--- src/design/modular_exponentiation_macros.svh ---
// ---------------------------------------------------------------------------
// Modular exponentiation assertion macros
// Shared concurrent assertion wrappers; empty when SYNTH is defined.
// ---------------------------------------------------------------------------
`ifndef MODULAR_EXPONENTIATION_MACROS_SVH
`define MODULAR_EXPONENTIATION_MACROS_SVH

`ifndef SYNTH
// condition holds at every edge outside reset
`define MEXP_ASSERT_ALWAYS(label, clk, rst_n, cond, msg) \
    label: assert property (@(posedge clk) disable iff (!rst_n) (cond)) else $error(msg);
// consequent holds in the same cycle as the antecedent
`define MEXP_ASSERT_IMPL(label, clk, rst_n, ante, cons, msg) \
    label: assert property (@(posedge clk) disable iff (!rst_n) (ante) |-> (cons)) \
        else $error(msg);
// consequent holds in the cycle after the antecedent
`define MEXP_ASSERT_NEXT(label, clk, rst_n, ante, cons, msg) \
    label: assert property (@(posedge clk) disable iff (!rst_n) (ante) |=> (cons)) \
        else $error(msg);
`else
`define MEXP_ASSERT_ALWAYS(label, clk, rst_n, cond, msg)
`define MEXP_ASSERT_IMPL(label, clk, rst_n, ante, cons, msg)
`define MEXP_ASSERT_NEXT(label, clk, rst_n, ante, cons, msg)
`endif

`endif

--- src/design/mexp_pkg.sv ---
// ---------------------------------------------------------------------------
// Modular exponentiation package
// Widths, datapath command codes and controller/datapath link types.
// ---------------------------------------------------------------------------
`timescale 1ns / 1ps
`default_nettype none

package mexp_pkg;

    // fixed field width on the stream words
    localparam int FIELD_BITS = 32;
    // default arithmetic width
    localparam int OPERAND_BITS_DEF = 32;

    // datapath operations
    localparam logic [2:0] OP_NONE       = 3'd0;
    localparam logic [2:0] OP_LOAD       = 3'd1;
    localparam logic [2:0] OP_REDUCE     = 3'd2;
    localparam logic [2:0] OP_START_PROD = 3'd3;
    localparam logic [2:0] OP_START_SQR  = 3'd4;
    localparam logic [2:0] OP_STEP_PROD  = 3'd5;
    localparam logic [2:0] OP_STEP_SQR   = 3'd6;
    localparam logic [2:0] OP_OUT        = 3'd7;

    // result source for the output word
    localparam logic [1:0] RES_PROD = 2'd0;
    localparam logic [1:0] RES_ONE  = 2'd1;
    localparam logic [1:0] RES_ERR  = 2'd2;

    typedef struct packed {
        logic [2:0] op;
        logic [1:0] res_sel;
    } t_cmd;

    typedef struct packed {
        logic mod_zero;
        logic exp_zero;
        logic exp_lsb;
        logic exp_rest_zero;
        logic cnt_last;
    } t_status;

endpackage

`default_nettype wire

--- src/design/modular_exponentiation.sv ---
// Modular exponentiation, right-to-left square-and-multiply.
// Input stream: one word holds base, exponent and modulus; accepted when
// i_s_axis_tvalid and o_s_axis_tready are both high. Output stream: one word
// per input with the power and, in tuser, the zero-modulus error flag.
// One item is worked at a time; o_s_axis_tready is high only while the
// engine is idle. A finished result sits in the output register, so the
// next item is taken while that result waits for i_m_axis_tready.
// A zero modulus or zero exponent skips the arithmetic; otherwise the base
// is first reduced bit-serially, then each set exponent bit gets a multiply
// and every bit below the top set bit gets a square, the multiply and the
// square both running in the single bit-serial modular multiplier.
// A stalled receiver holds the result in the output register;
// the engine then finishes its next item and waits until the register frees.
// Reset (synchronous, active low) returns the engine to idle and drops any
// pending result.
// ---------------------------------------------------------------------------
// Modular exponentiation top level
// Stream wrapper joining the controller and the datapath.
// ---------------------------------------------------------------------------
`timescale 1ns / 1ps
`default_nettype none

module modular_exponentiation
    import mexp_pkg::*;
#(
    parameter int OPERAND_BITS = OPERAND_BITS_DEF
) (
    input  wire logic                      i_clk,
    input  wire logic                      i_rst_n,
    input  wire logic                      i_s_axis_tvalid,
    output logic                           o_s_axis_tready,
    // base_value [31:0], exponent_value [63:32], modulus_value [95:64]
    input  wire logic [3*FIELD_BITS-1:0]   i_s_axis_tdata,
    output logic                           o_m_axis_tvalid,
    input  wire logic                      i_m_axis_tready,
    // power_result [31:0]
    output logic [FIELD_BITS-1:0]          o_m_axis_tdata,
    // modulus_error [0]
    output logic                           o_m_axis_tuser
);

    t_cmd    cmd;
    t_status status;

    mexp_ctrl u_ctrl (
        .i_clk       (i_clk),
        .i_rst_n     (i_rst_n),
        .i_in_valid  (i_s_axis_tvalid),
        .o_in_ready  (o_s_axis_tready),
        .o_out_valid (o_m_axis_tvalid),
        .i_out_ready (i_m_axis_tready),
        .i_status    (status),
        .o_cmd       (cmd)
    );

    mexp_dpath #(
        .OPERAND_BITS (OPERAND_BITS)
    ) u_dpath (
        .i_clk           (i_clk),
        .i_rst_n         (i_rst_n),
        .i_cmd           (cmd),
        .i_base          (i_s_axis_tdata[FIELD_BITS-1:0]),
        .i_exponent      (i_s_axis_tdata[2*FIELD_BITS-1:FIELD_BITS]),
        .i_modulus       (i_s_axis_tdata[3*FIELD_BITS-1:2*FIELD_BITS]),
        .o_status        (status),
        .o_power_result  (o_m_axis_tdata),
        .o_modulus_error (o_m_axis_tuser)
    );

endmodule

`default_nettype wire

--- src/design/mexp_dpath.sv ---
// ---------------------------------------------------------------------------
// Modular exponentiation datapath
// Operand registers, bit-serial modular reducer and multiplier, output word.
// ---------------------------------------------------------------------------
`timescale 1ns / 1ps
`default_nettype none

`include "modular_exponentiation_macros.svh"

module mexp_dpath
    import mexp_pkg::*;
#(
    parameter int OPERAND_BITS = OPERAND_BITS_DEF
) (
    input  wire logic                  i_clk,
    input  wire logic                  i_rst_n,
    input  wire t_cmd                  i_cmd,
    input  wire logic [FIELD_BITS-1:0] i_base,
    input  wire logic [FIELD_BITS-1:0] i_exponent,
    input  wire logic [FIELD_BITS-1:0] i_modulus,
    output t_status                    o_status,
    output logic [FIELD_BITS-1:0]      o_power_result,
    output logic                       o_modulus_error
);

    localparam int W  = OPERAND_BITS;
    localparam int DW = (W > FIELD_BITS) ? W : FIELD_BITS;
    localparam int CW = (W > 1) ? $clog2(W) : 1;

    logic [W-1:0]  r_base;
    logic [W-1:0]  r_src;
    logic [W-1:0]  r_exp;
    logic [W-1:0]  r_mod;
    logic [W-1:0]  r_prod;
    logic [W-1:0]  r_acc;
    logic [W-1:0]  r_x;
    logic [W-1:0]  r_mult;
    logic [CW-1:0] r_cnt;
    logic [FIELD_BITS-1:0] r_out_data;
    logic                  r_out_err;

    logic [DW-1:0] base_ext;
    logic [DW-1:0] exp_ext;
    logic [DW-1:0] mod_ext;
    logic [DW-1:0] prod_ext;
    logic [W-1:0]  base_in;
    logic [W-1:0]  exp_in;
    logic [W-1:0]  mod_in;
    logic [W:0]    rem_t;
    logic [W-1:0]  rem_res;
    logic [W+1:0]  mul_t;
    logic [W+1:0]  mul_m1;
    logic [W+1:0]  mul_m2;
    logic [W+1:0]  mul_sel;
    logic [W-1:0]  mul_res;
    logic          cnt_last;

    // take the low operand bits of each field
    assign base_ext = DW'(i_base);
    assign exp_ext  = DW'(i_exponent);
    assign mod_ext  = DW'(i_modulus);
    assign base_in  = base_ext[W-1:0];
    assign exp_in   = exp_ext[W-1:0];
    assign mod_in   = mod_ext[W-1:0];
    assign prod_ext = DW'(r_prod);

    assign cnt_last = (r_cnt == CW'(W - 1));

    // reduction step: shift one base bit into the remainder, subtract once
    always_comb begin
        rem_t = {r_base, r_src[W-1]};
        if (rem_t >= {1'b0, r_mod}) begin
            rem_res = W'(rem_t - {1'b0, r_mod});
        end else begin
            rem_res = rem_t[W-1:0];
        end
    end

    // multiply step: double the accumulator, add x on a set multiplier bit
    always_comb begin
        mul_m1 = {2'b00, r_mod};
        mul_m2 = {1'b0, r_mod, 1'b0};
        mul_t  = {1'b0, r_acc, 1'b0} + (r_mult[W-1] ? {2'b00, r_x} : '0);
        if (mul_t >= mul_m2) begin
            mul_sel = mul_t - mul_m2;
        end else if (mul_t >= mul_m1) begin
            mul_sel = mul_t - mul_m1;
        end else begin
            mul_sel = mul_t;
        end
        mul_res = mul_sel[W-1:0];
    end

    // step counter
    always_ff @(posedge i_clk) begin
        if (!i_rst_n) begin
            r_cnt <= '0;
        end else begin
            unique case (i_cmd.op)
                OP_LOAD, OP_START_PROD, OP_START_SQR: r_cnt <= '0;
                OP_REDUCE, OP_STEP_SQR:               r_cnt <= cnt_last ? '0 : r_cnt + 1'b1;
                OP_STEP_PROD:                         r_cnt <= cnt_last ? '0 : r_cnt + 1'b1;
                default:                              r_cnt <= r_cnt;
            endcase
        end
    end

    // operand and working registers
    always_ff @(posedge i_clk) begin
        unique case (i_cmd.op)
            OP_LOAD: begin
                r_base <= '0;
                r_src  <= base_in;
                r_exp  <= exp_in;
                r_mod  <= mod_in;
                r_prod <= (mod_in == W'(1)) ? '0 : W'(1);
            end
            OP_REDUCE: begin
                r_base <= rem_res;
                r_src  <= {r_src[W-2:0], 1'b0};
            end
            OP_START_PROD: begin
                r_acc  <= '0;
                r_x    <= r_base;
                r_mult <= r_prod;
            end
            OP_START_SQR: begin
                r_acc  <= '0;
                r_x    <= r_base;
                r_mult <= r_base;
            end
            OP_STEP_PROD: begin
                // on the last step store the product and set up the square
                if (cnt_last) begin
                    r_prod <= mul_res;
                    r_acc  <= '0;
                    r_x    <= r_base;
                    r_mult <= r_base;
                end else begin
                    r_acc  <= mul_res;
                    r_mult <= {r_mult[W-2:0], 1'b0};
                end
            end
            OP_STEP_SQR: begin
                if (cnt_last) begin
                    r_base <= mul_res;
                    r_exp  <= {1'b0, r_exp[W-1:1]};
                end else begin
                    r_acc  <= mul_res;
                    r_mult <= {r_mult[W-2:0], 1'b0};
                end
            end
            OP_OUT: begin
                unique case (i_cmd.res_sel)
                    RES_PROD: begin
                        r_out_data <= prod_ext[FIELD_BITS-1:0];
                        r_out_err  <= 1'b0;
                    end
                    RES_ONE: begin
                        r_out_data <= FIELD_BITS'(1);
                        r_out_err  <= 1'b0;
                    end
                    default: begin
                        r_out_data <= '0;
                        r_out_err  <= 1'b1;
                    end
                endcase
            end
            default: begin
            end
        endcase
    end

    assign o_status.mod_zero      = (r_mod == '0);
    assign o_status.exp_zero      = (r_exp == '0);
    assign o_status.exp_lsb       = r_exp[0];
    assign o_status.exp_rest_zero = (r_exp[W-1:1] == '0);
    assign o_status.cnt_last      = cnt_last;

    assign o_power_result  = r_out_data;
    assign o_modulus_error = r_out_err;

    `MEXP_ASSERT_IMPL(a_acc_reduced, i_clk, i_rst_n,
        (i_cmd.op == OP_STEP_PROD) || (i_cmd.op == OP_STEP_SQR),
        (r_acc < r_mod) && (r_x < r_mod), "multiplier operand not reduced")
    `MEXP_ASSERT_IMPL(a_base_reduced, i_clk, i_rst_n,
        (i_cmd.op == OP_START_PROD) || (i_cmd.op == OP_START_SQR),
        (r_base < r_mod) && (r_prod < r_mod), "base or product not reduced")

endmodule

`default_nettype wire

--- src/design/mexp_ctrl.sv ---
// ---------------------------------------------------------------------------
// Modular exponentiation controller
// Sequences load, reduction, square-and-multiply rounds and output hand-off.
// ---------------------------------------------------------------------------
`timescale 1ns / 1ps
`default_nettype none

`include "modular_exponentiation_macros.svh"

module mexp_ctrl
    import mexp_pkg::*;
(
    input  wire logic    i_clk,
    input  wire logic    i_rst_n,
    input  wire logic    i_in_valid,
    output logic         o_in_ready,
    output logic         o_out_valid,
    input  wire logic    i_out_ready,
    input  wire t_status i_status,
    output t_cmd         o_cmd
);

    localparam logic [2:0] S_IDLE   = 3'd0;
    localparam logic [2:0] S_CHECK  = 3'd1;
    localparam logic [2:0] S_REDUCE = 3'd2;
    localparam logic [2:0] S_ROUND  = 3'd3;
    localparam logic [2:0] S_MULP   = 3'd4;
    localparam logic [2:0] S_MULS   = 3'd5;
    localparam logic [2:0] S_DONE   = 3'd6;

    logic [2:0] r_state;
    logic [2:0] n_state;
    logic       r_out_valid;
    logic       n_out_valid;
    logic [1:0] r_sel;
    logic [1:0] n_sel;

    // next state and datapath command
    always_comb begin
        n_state     = r_state;
        n_out_valid = r_out_valid;
        n_sel       = r_sel;
        o_cmd.op      = OP_NONE;
        o_cmd.res_sel = r_sel;
        if (r_out_valid && i_out_ready) begin
            n_out_valid = 1'b0;
        end
        unique case (r_state)
            S_IDLE: begin
                if (i_in_valid) begin
                    o_cmd.op = OP_LOAD;
                    n_state  = S_CHECK;
                end
            end
            S_CHECK: begin
                priority if (i_status.mod_zero) begin
                    n_sel   = RES_ERR;
                    n_state = S_DONE;
                end else if (i_status.exp_zero) begin
                    n_sel   = RES_ONE;
                    n_state = S_DONE;
                end else begin
                    n_sel   = RES_PROD;
                    n_state = S_REDUCE;
                end
            end
            S_REDUCE: begin
                o_cmd.op = OP_REDUCE;
                if (i_status.cnt_last) begin
                    n_state = S_ROUND;
                end
            end
            S_ROUND: begin
                if (i_status.exp_lsb) begin
                    o_cmd.op = OP_START_PROD;
                    n_state  = S_MULP;
                end else begin
                    o_cmd.op = OP_START_SQR;
                    n_state  = S_MULS;
                end
            end
            S_MULP: begin
                o_cmd.op = OP_STEP_PROD;
                if (i_status.cnt_last) begin
                    n_state = i_status.exp_rest_zero ? S_DONE : S_MULS;
                end
            end
            S_MULS: begin
                o_cmd.op = OP_STEP_SQR;
                if (i_status.cnt_last) begin
                    n_state = S_ROUND;
                end
            end
            S_DONE: begin
                // hand over once the output register is free
                if (!r_out_valid || i_out_ready) begin
                    o_cmd.op    = OP_OUT;
                    n_out_valid = 1'b1;
                    n_state     = S_IDLE;
                end
            end
            default: begin
                n_state = S_IDLE;
            end
        endcase
    end

    always_ff @(posedge i_clk) begin
        if (!i_rst_n) begin
            r_state     <= S_IDLE;
            r_out_valid <= 1'b0;
            r_sel       <= RES_PROD;
        end else begin
            r_state     <= n_state;
            r_out_valid <= n_out_valid;
            r_sel       <= n_sel;
        end
    end

    assign o_in_ready  = (r_state == S_IDLE);
    assign o_out_valid = r_out_valid;

    `MEXP_ASSERT_NEXT(a_accept_to_check, i_clk, i_rst_n,
        i_in_valid && o_in_ready, r_state == S_CHECK, "accepted word not checked")
    `MEXP_ASSERT_NEXT(a_valid_from_done, i_clk, i_rst_n,
        !r_out_valid || i_out_ready,
        !r_out_valid || ($past(r_state) == S_DONE), "result raised outside hand-off")
    `MEXP_ASSERT_IMPL(a_mul_has_exp, i_clk, i_rst_n,
        (r_state == S_MULP) || (r_state == S_MULS) || (r_state == S_ROUND),
        !i_status.exp_zero && !i_status.mod_zero, "round with no exponent bits left")

endmodule

`default_nettype wire

--- config.mk ---
export PLATFORM = sky130hd
export DESIGN_NAME = modular_exponentiation
export DESIGN_NICKNAME = d
export VERILOG_FILES = /design/src/design/mexp_pkg.sv /design/src/design/modular_exponentiation.sv /design/src/design/mexp_dpath.sv /design/src/design/mexp_ctrl.sv
export VERILOG_INCLUDE_DIRS = /design/src /design/src/design
export SDC_FILE = /design/constraint.sdc
export NUM_CORES = 1
export LEC_CHECK = 0
export BUFFER_PORTS_ARGS = -buffer_cell sky130_fd_sc_hd__buf_2
export CORE_AREA = 2 2 227 184
export CTS_BUF_LIST = sky130_fd_sc_hd__clkbuf_4 sky130_fd_sc_hd__clkbuf_8
export CTS_CLUSTER_DIAMETER = 50
export CTS_CLUSTER_SIZE = 8
export DETAILED_ROUTE_END_ITERATION = 8
export DIE_AREA = 0 0 229 186
export PLACE_DENSITY = 0.67
export SYNTH_ARGS = -nofsm -noshare
export SYNTH_HDL_FRONTEND = slang
export SYNTH_SLANG_ARGS = --single-unit
--- constraint.sdc ---
create_clock -name i_clk -period 7.4 [get_ports i_clk]
set_input_delay 1.48 -clock i_clk [delete_from_list [all_inputs] [get_ports i_clk]]
set_output_delay 1.48 -clock i_clk [all_outputs]
set_load 0.005 [all_outputs]
Word-level counts from Yosys, hierarchy flattened

Cells that the tools add are included.
Widths: inputs -> output; s select.

$add $sub $neg: 5
$lt $le $gt $ge: 3
Equality and inequality tests: 23
Multiplexer cells: 41
Reduce and logical (&&, ||, !) cells: 28

Operators with widths:

| kind                | count |
|---|---|
| $mux 32             | 11 |
| $pmux 32 s2         | 5 |
| $pmux 32 s3         | 2 |
| $pmux 32 s4         | 1 |
| $sub 32x32->32      | 3 |
| $logic_not 32->1    | 2 |
| $pmux 3 s6          | 2 |
| $add 33x32->34      | 1 |
| $ge 34x32->1        | 1 |
| $ge 34x33->1        | 1 |
| $ge 33x32->1        | 1 |
| $eq 32x1->1 const B | 1 |
| $logic_not 31->1    | 1 |
| $mux 3              | 8 |
| $eq 3x3->1 const B  | 7 |
| $eq 3x2->1 const B  | 4 |
| $reduce_and 2->1    | 6 |
| $ne 2x1->1 const B  | 5 |
| $pmux 5 s2          | 1 |
| $reduce_bool 2->1   | 5 |
| $mux 1              | 8 |
| $eq 3x1->1 const B  | 2 |
| $reduce_bool 3->1   | 2 |
| $reduce_or 2->1     | 3 |
| other kinds (14)    | 17 |

Register bits after elaboration: 300
Bits of input ports: 100
Output and inout bits: 35
Word-level logic and storage cells: 114

Longest topological paths before layout

Depth in word-level cells: 8
Gate-level depth with buffers: 26
Depth with buffers taken out: 22

Hierarchy

From an unflattened synthesis, not the netlist that was laid out.

Cells, all modules: 2254
Area total of the unflattened synthesis: 21026.4 um^2

By module, submodules not included:

| module     | times used | cells each | area an instance (um^2) | sequential area each (um^2) |
|---|---|---|---|---|
| mexp_dpath | 1          | 2196       | 20583.5                 | 8778.4 |
| mexp_ctrl  | 1          | 58         | 442.9                   | 120.1 |

Least setup slack after synthesis

OpenSTA, ideal clock, no wires.

Path kind: flip-flop to flip-flop
Start point: reg u_dpath.r_mult[31]
End point: reg u_dpath.r_base[29] (data pin)
Setup time: 0.158 ns
Arrival time: 4.998 ns
Required time: 7.242 ns
Path slack: 2.244 ns
Stages on the path, launching flop included: 22
Path buffers: 2
Clock period less this slack: 5.156 ns
Path through: edfxtp_1 -> clkbuf_1 -> and2_1 -> ha_1 -> a2111o_1 -> o21a_1 -> a32o_1 -> a21oi_1 -> o21bai_1 -> xnor2_1 -> ha_1 -> clkbuf_1 -> nand4_1 -> a211oi_1 -> and3_1 -> a2111oi_0 -> o21ai_0 -> nor2_1 -> xor2_1 -> or3b_2 -> a21boi_0 -> o211ai_1

Word-level cells in the longest chain between the ends: 7
Elaborated cells on any way between the ends: 10
Classes of those cells: add/sub: 3; order compare: 2; mux: 5

RTL lines:

| what                                           | line                               | RTL |
|---|---|---|
| start: declaration                             | mexp_dpath.sv:37                   | `logic [W-1:0] r_mult;` |
| start signal: assignment                       | mexp_dpath.sv:125                  | `r_mult <= r_prod;` |
| start signal: assignment                       | mexp_dpath.sv:130                  | `r_mult <= r_base;` |
| start signal: assignment                       | mexp_dpath.sv:138                  | `r_mult <= r_base;` |
| $mux 32 *                                      | mexp_dpath.sv:83                   | `mul_t = {1'b0, r_acc, 1'b0} + (r_mult[W-1] ? {2'b00, r_x} : '0);` |
| $add 33x32->34 *                               | mexp_dpath.sv:83                   |  |
| $sub 32x32->32 or $ge 34x32->1 (tied branches) | mexp_dpath.sv:87, mexp_dpath.sv:86 |  |
| $mux 32                                        | mexp_dpath.sv:86                   | `end else if (mul_t >= mul_m1) begin` |
| $mux 32 *                                      | mexp_dpath.sv:84                   | `if (mul_t >= mul_m2) begin` |
| $mux 32 *                                      | mexp_dpath.sv:145                  | `if (cnt_last) begin` |
| $pmux 32 s3 *                                  | mexp_dpath.sv:110                  | `unique case (i_cmd.op)` |
| end signal: assignment                         | mexp_dpath.sv:119                  | `r_base <= rem_res;` |
| end signal: assignment                         | mexp_dpath.sv:146                  | `r_base <= mul_res;` |
| end: declaration                               | mexp_dpath.sv:30                   | `logic [W-1:0] r_base;` |

Mark *: on every way between the ends. The rest lies on a longest branch, timed or not. The select of a mux whose other input is x is not followed.
A chain may end at the register's enable or synchronous reset.

Worst setup path after layout

Start point: reg u_dpath.r_mult[31]
End point: reg u_dpath.r_base[9] (data pin)

Same word-level chain as after synthesis.

==> metrics.txt <==
WHS roughly 0.50 ns; Crit path required time just under 8 ns; max cap viols 0; Syn Inst Count approximately 2,000; initial antenna violation count 0; core area ~40,000 sq um; TritonRoute pass-1 iters 8; pre-CTS setup slack between 0.6 and 0.7 ns; global-route usage over all layers between 20% and 30%; worst skew pair latency between 0.6 and 0.7 ns; fin cells 2,702; Slew HR 20.1%; part of the Yosys area used for sequential elements 44.6%; die height approximately 190 microns; P_sw 0.00278 W; hold depth 0; setup_tns 0 ns; sequential share of power 34.1%; number of antenna diodes 0; highest metal used met4; Worst Max-Slew Pin Slew ~1.2 ns; # DRC 0; Startpoint Class register; Num CTS Buffers 46; Yosys reg bits 300; Slew Viols, Final 0; Highest Clock Rate ~0.14 GHz; WL met2 between 20,000 and 30,000 microns; die area between 40,000 and 50,000 sq um; Leakage around 9.1 nW; Max clock buf depth 3; cells on worst reg2reg path 20; Worst-path clk slew 0.06 ns; post-DR wirelength/cell approximately 23 microns; Worst IR Drop VDD roughly 0.17 mV; Switching Share 40.2%; vias in the first global route ~15,000; post-CTS sizing 0; Root Buffer clkbuf_8; Clock Skews a little over 0.05 ns; dpl cells 2,627; Yosys warning count 0; pin count of the biggest net entering global routing 66; post-CTS setup buffers 0; hpwl dp about 48,000 microns; Synth Cell Area roughly 20,000 sq um; Net Count, Synth 2,240; ys async rst share 0%; Area contributors post-synth edfxtp_1 44%, ha_1 8.1%, nand2_1 5.6%, a21oi_1 2.7%, xnor2_1 2.7%; crit path kind reg2reg; num ports around 140; status completed; cell internal pwr a little over 0.004 W; Logic pwr share 45.5%; CTS sink count 300; CTS tree yes; most common cell in the synthesized netlist nand2_1; final net count approximately 2,400; P&R area growth vs syn 11.0%; row cnt between 60 and 70; Post-synth top flop edfxtp_1; antenna-violating nets left 0; First DRT Iteration DRCs 1,930; mean post-synth cell area 9.93 sq um; CP Capture Type register; power per standard cell area about 310 nW/um^2; layout cells sized above 1 14.6%; Clock power frac about a fifth; CTS H-tree depth 2; met1 WL roughly 28,000 microns; Post-synth EDFFs around 290; Vias 16,501; final hold vios 0; RSZ-0062 raised after global routing no; IO buf count roughly 130; total global routing overflow 0; fin crit period 6.92 ns; Distinct cells, synth 86; utilization after layout between 50% and 60%; fin crit share 93.6%; hold_buf cts 0; Setup Viol. Count Final 0; post-DR vias/cell about 6.1; Starting Density 49.5%; Die W 229 microns; WP data arrival around 7.2 ns; top post-synthesis cells by count 296 x nand2_1, 289 x edfxtp_1, 141 x nor2_1; gp weighted congestion between 0.9 and 1; Crit Path Max Fanout 24; Synth area leader edfxtp_1; met3 wire len 5030 microns; min-delay worst type reg2reg; share of Yosys cell area claimed by the top area cell type a little over two fifths; global-route wire length before repair between 90,000 and 100,000 microns; drt total wl 61,600 microns; post-layout worst setup margin 0.476 ns
## per-stage QoR
step / area, sq um / power [W]
2_1_floorplan: 19900 / 0.00460
3_3_place_gp: 21200 / 0.00545
3_5_place_dp: 21200 / 0.00548
4_1_cts: 22100 / 0.00690
5_1_grt: 22100 / 0.00729
6_report: 22100 / 0.00692
## power groups by stage
stage	clock, W	combinational, W	sequential, W
floorplan	0	0.00230	0.00229
global placement	0	0.00307	0.00238
detailed placement	0	0.00309	0.00239
CTS	0.00144	0.00311	0.00235
global route	0.00150	0.00341	0.00237
finish	0.00141	0.00315	0.00236
## layout by cell type, fill, tap and decap left out, types with 6 or more instances in the layout
cell,n
nand2_1,292
edfxtp_1,289
nor2_1,139
buf_2,134
ha_1,129
a21oi_1,108
inv_1,98
o21ai_0,75
and2_1,73
xnor2_1,61
a21o_1,57
clkbuf_8,48
xor2_1,40
mux2i_1,35
nor3_1,34
a222oi_1,31
nand3_1,29
nand4_1,29
o22ai_1,29
nor4_1,28
o21a_1,24
o211ai_1,22
buf_4,22
a211oi_1,21
mux2_4,20
clkbuf_4,20
nand2b_1,19
and3_1,19
nor2b_1,18
o21ai_2,18
o21bai_1,14
dfxtp_1,11
a31oi_1,10
a21boi_0,8
a2111oi_0,7
and4_1,6
o31ai_1,6
or2_2,6
mux2i_4,6
## worst max-delay path, stage by stage (launching register included)
cell and delay, ns:
edfxtp_1 0.62, buf_4 0.27, and2_1 0.15, ha_1 0.23, a211oi_1 0.31, o211ai_1 0.20, a21oi_1 0.41, o311ai_1 0.25
a311oi_1 0.55, o21ai_0 0.22, xor2_1 0.21, ha_1 0.36, nand2_1 0.25, or4_1 0.66, nor3_1 0.43, a221oi_1 0.26
o211ai_4 0.23, buf_12 0.26, mux2_4 0.32, o21ai_2 0.26, o22ai_1 0.14
## metal layers
metal / vias to the layer above / track usage, %
met5: - / 0
met4: 0 / 8.26
met3: 94 / 5.02
met2: 725 / 43.8
met1: 7950 / 41.1
li1: 7732 / -
## path summary, 6_finish.rpt
check | startpoint | endpoint | slack (ns)
hold / removal | u_ctrl.r_sel[1] | u_dpath.o_modulus_error | 0.50
setup / recovery | u_dpath.r_mult[31] | u_dpath.r_base[9] | 0.48
hold reg to reg | u_ctrl.r_sel[1] | u_dpath.o_modulus_error | 0.50
setup reg to reg | u_dpath.r_mult[31] | u_dpath.r_base[9] | 0.48
## sequential cells by signal, summed over array words and instances (netlist names)
name                     flops
u_dpath.o_power_result      32
u_dpath.prod_ext            32
u_dpath.r_acc               32
u_dpath.r_base              32
u_dpath.r_exp               32
u_dpath.r_mod               32
u_dpath.r_mult              32
u_dpath.r_src               32
u_dpath.r_x                 32
u_dpath.r_cnt                5
u_ctrl.r_state               3
u_ctrl.r_sel                 2
u_ctrl.o_out_valid           1
u_dpath.o_modulus_error      1
## final cells by class
type / count / area (sq um)
well taps: 544 / 681
flip-flops and latches: 300 / 8900
clock inverters: 7 / 78.8
repair buffers: 158 / 876
clock buffers: 68 / 811
inverters: 98 / 368
multi-input cells: 1527 / 10400
fillers: 3651 / 18200
## cells by family (layout without fill, tap and decap cells)
group | Yosys count | count (layout) | synth area share (%)
AO/OA/AOI/OAI | 512 | 512 | 17.9
multiplexers | 65 | 65 | 4.18
flip-flops | 300 | 300 | 44.6
AND/OR/NAND/NOR | 716 | 716 | 16.8
buffers and inverters | 180 | 331 | 3.61
adder cells (fa/ha/maj) | 133 | 133 | 8.50
XOR/XNOR | 101 | 101 | 4.44
Note: power is estimated with default switching activity, not from simulation.
